File: config.mk
export PLATFORM = sky130hd
export DESIGN_NAME = qph_modadd
export DESIGN_NICKNAME = d
export VERILOG_FILES = /design/src/hw/rtl/qph_modadd.sv
export SDC_FILE = /design/constraint.sdc
export NUM_CORES = 1
export LEC_CHECK = 0
export BUFFER_PORTS_ARGS = -buffer_cell sky130_fd_sc_hd__buf_2
export CAP_MARGIN = 10
export CORE_MARGIN = 4
export CORE_UTILIZATION = 56
export DETAILED_ROUTE_END_ITERATION = 10
export PLACE_DENSITY = 0.91
export SLEW_MARGIN = 15
export SYNTH_ARGS = -nofsm -noshare
export SYNTH_HDL_FRONTEND = slang
export SYNTH_SLANG_ARGS = --single-unit
File: constraint.sdc
create_clock -name vclk -period 11.5
set_input_delay 0.575 -clock vclk [all_inputs]
set_output_delay 0.575 -clock vclk [all_outputs]
set_load 0.005 [all_outputs]
File: src/hw/rtl/qph_modadd.sv
// Shared add-and-reduce unit: y = (a + b) reduced once by the table size.
// Serves the modulo bit steps and the probe position and step updates; no package use.
`default_nettype none

module qph_modadd #(
    parameter int unsigned SW = 11
) (
    input  wire logic [SW:0]   i_a,
    input  wire logic [SW-1:0] i_b,
    input  wire logic [SW-1:0] i_mod,
    output logic      [SW-1:0] o_y
);

    logic [SW:0] w_sum;
    logic [SW:0] w_red;

    always_comb begin
        w_sum = i_a + {1'b0, i_b};
        // operands keep the sum below twice the modulus, so one subtract suffices
        if (w_sum >= {1'b0, i_mod}) begin
            w_red = w_sum - {1'b0, i_mod};
        end else begin
            w_red = w_sum;
        end
        o_y = w_red[SW-1:0];
    end

endmodule

`default_nettype wire

# Word level (Yosys, flattened, before mapping)

Cells that the tools add are included.

$add $sub $neg: 2
$lt $le $gt $ge: 1
Mux-type cells: 1

Operator list:

| cell                                         | count |
|---|---|
| adder 12 x 11 -> 12 bit                      | 1 |
| greater-or-equal comparator 12 x 11 -> 1 bit | 1 |
| 2-to-1 mux 11 bit                            | 1 |
| subtractor 11 bit                            | 1 |

Register bits after elaboration: 0
Input bits: 34
Output and inout port bits: 11
Logic and storage cells: 4

# Depth between registers and ports, before layout

Depth after elaboration: 3
Gate-level depth with buffers: 15
Gate-level depth less buffers: 14

# Least setup slack after synthesis

No wires, ideal clock.

Path type: input-to-output
Start point: input i_a[0]
End point: output o_y[1]
Data arrival time: 3.867 ns
Data required time: 10.925 ns
Path slack: 7.058 ns
Stages: 15
Buffers on the path: 1
Cell sequence: ha_1 -> fa_1 -> a21oi_1 -> o21ai_1 -> a31o_2 -> a21oi_1 -> xnor2_1 -> ha_1 -> and2_4 -> a221o_1 -> a221oi_2 -> nand3_1 -> mux2i_1 -> buf_6 -> mux2_2

Cells in the longest elaborated chain, start to end: 3
Elaborated cells on any way between the ends: 4
Classes of those cells: 2 x add/sub; 1 x order compare; 1 x mux

RTL lines:

| what                                                                              | RTL line | source |
|---|---|---|
| from (decl)                                                                       | 8        | `input wire logic [SW:0] i_a,` |
| adder 12 x 11 -> 12 bit (*)                                                       | 18       | `w_sum = i_a + {1'b0, i_b};` |
| subtractor 11 bit or greater-or-equal comparator 12 x 11 -> 1 bit (tied branches) | 21, 20   |  |
| 2-to-1 mux 11 bit (*)                                                             | 20       | `if (w_sum >= {1'b0, i_mod}) begin` |
| to (decl)                                                                         | 11       | `output logic [SW-1:0] o_y` |

Mark *: on every way between the ends. The rest lies on a longest branch, timed or not.

# Worst setup path in the final report

Start point: input i_a[0]
End point: output o_y[8]

Same word-level chain as after synthesis.

==> metrics <==
status complete, no violations; Tcrit/Tclk final 46.9%; CTS Hold Bufs 0; headroom to the max-slew limit 48.5%; Startpoint Class primary input; final-stage net count 245; fin util 75.4%; Final Hold Vio Count 0; Worst Path Arrival 4.82 ns; Register Area 0 um^2; Routed Antenna Nets 0; Hold Path Class primary input to output port; syn nets 200; Area after DPL 1370 um^2; post-CTS setup buffer count 0; share of layout cells above drive strength 1 32.4%; Netlist Area Pre-Place 1130 um^2; first-pass GRT wire length 5150 um; drt first-iter violations 50; Placement Rows 15; vias in the first global route 1262; Routed WL 3040 um; core box area 1820 um^2; fin crit period 5.40 ns; Die Width 52.9 um; Mapped Cells 142; VDD IR max 0.0000694 V; grt ovf 0; Seq Cell Count 0; Finished Cell Area 1370 um^2; max-cap violations 0; setup TNS 0 ns; PD cells 115 nW/um^2; most common cell after layout, fill and taps aside buf_2; Via density 6.05; CP Class primary input to output port; Routed WL per cell 14.5 um; Yosys warning total 0; GRT Overall Usage 23.3%; port bufs 45; worst setup path endpoint o_y[8]; Critical Path Sink Type output port; DRC Markers 0; RSZ-0062 raised after global routing no; die area 2790 um^2; Pre-Repair DR Iteration Count 4; Die Height 52.9 um; Leak Pwr 0.000695 uW; initial antenna violation count 0; Slew Limit Fails 0; worst hold slack 1.56 ns; CP required 10.93 ns; ant diodes 0; Initial Util 61.9%; Max Freq 185 MHz; setup violators final 0; DP HPWL 2660 um; area growth from synthesis to layout 21.8%; syn avg cell area 7.94 um^2; Seq/Total Area, Yosys 0%; clock buffer count 0; Worst Setup SP i_a[0]; Yosys cell types 43; Final GP Congestion 0.859; largest net degree at the start of global routing 12; detailed-route via count 1270; crit-path max FO 11; post-CTS sizing 0; Worst-Margin Slew 0.758 ns; most frequent cells in the layout buf_2 (45), ha_1 (22), inv_1 (16); io pins 45
==> cell families (layout without fill, tap and decap cells) <==
group / count (synthesis) / after routing / synth area share (%)
muxes: 13 / 13 / 12.7
adders and majority gates: 24 / 24 / 28.0
buffers and inverters: 18 / 61 / 6.66
AOI/OAI and AO/OA: 42 / 42 / 26.1
xor gates and xnor gates: 15 / 15 / 11.7
and+or+nand+nor: 30 / 30 / 15.0
==> metal layers <==
metal	track usage (%)	wire [um]	share of wire (%)	up-vias
met2	46.7	1670	55	60
met5	0	0	0	-
met4	4.26	22	0.72	0
met3	0.282	205	6.7	4
met1	27.1	1150	38	585
li1	-	-	-	621
==> cell type report <==
type | instances | area, um^2
multi-input combinational | 124 | 1060
tap | 25 | 31.3
timing repair buffer | 45 | 225
fill | 157 | 448
inverter | 16 | 60.1
==> worst max-delay path, cell delays in order <==
cell	delay [ns]
buf_2	0.10
ha_1	0.24
fa_1	0.42
a21oi_1	0.24
o21ai_1	0.11
a31o_2	0.28
a21oi_1	0.19
xnor2_1	0.20
ha_1	0.35
and2_4	0.20
a221o_1	0.30
a221oi_2	0.30
nand3b_1	0.15
mux2i_2	0.62
mux2_2	0.41
buf_2	0.13
==> report_power, final <==
| group | switching [uW] | internal, uW | leakage (uW) |
|---|---|---|---|
| combinational | 78.2 | 79.6 | 0.000695 |
| clock | 0 | 0 | 0 |
| sequential | 0 | 0 | 0 |
| total | 78.2 | 79.6 | 0.000695 |
==> synthesized netlist by cell type (2+ instances only) <==
cell type / n / area, um^2
nand3_1: 3 / 15.0
a31oi_1: 2 / 12.5
o21ai_0: 4 / 20.0
ha_1: 22 / 275
xnor2_1: 9 / 78.8
o21a_1: 2 / 15.0
fa_1: 2 / 40.0
inv_1: 16 / 60.1
mux2i_1: 3 / 30.0
a21oi_1: 12 / 60.1
mux2_2: 10 / 113
a211oi_1: 3 / 22.5
a221oi_2: 2 / 30.0
a21o_1: 3 / 22.5
nand3b_1: 2 / 15.0
xor2_1: 6 / 52.6
nor2b_1: 3 / 18.8
or3_1: 2 / 12.5
nor2_1: 7 / 26.3
nand2_1: 4 / 15.0
o21ai_1: 2 / 10.0
o311ai_0: 2 / 17.5
==> worst min path at each step <==
stage	depth (start not counted)	endpoint	start	slack, ns
2_1_floorplan	2	o_y[0]	i_mod[0]	1.34
3_3_place_gp	4	o_y[0]	i_mod[0]	1.55
3_5_place_dp	4	o_y[0]	i_mod[0]	1.56
4_1_cts	4	o_y[0]	i_mod[0]	1.56
5_1_grt	4	o_y[0]	i_mod[0]	1.59
6_report	4	o_y[0]	i_mod[0]	1.56
==> metrics by stage <==
step	instances	power, uW	setup slack (ns)
6_report	210	158	6.10
5_1_grt	210	175	5.88
4_1_cts	210	156	5.90
3_5_place_dp	210	155	5.91
3_3_place_gp	210	148	6.12
2_1_floorplan	142	112	7.06
Note: power is estimated with default switching activity, not from simulation.
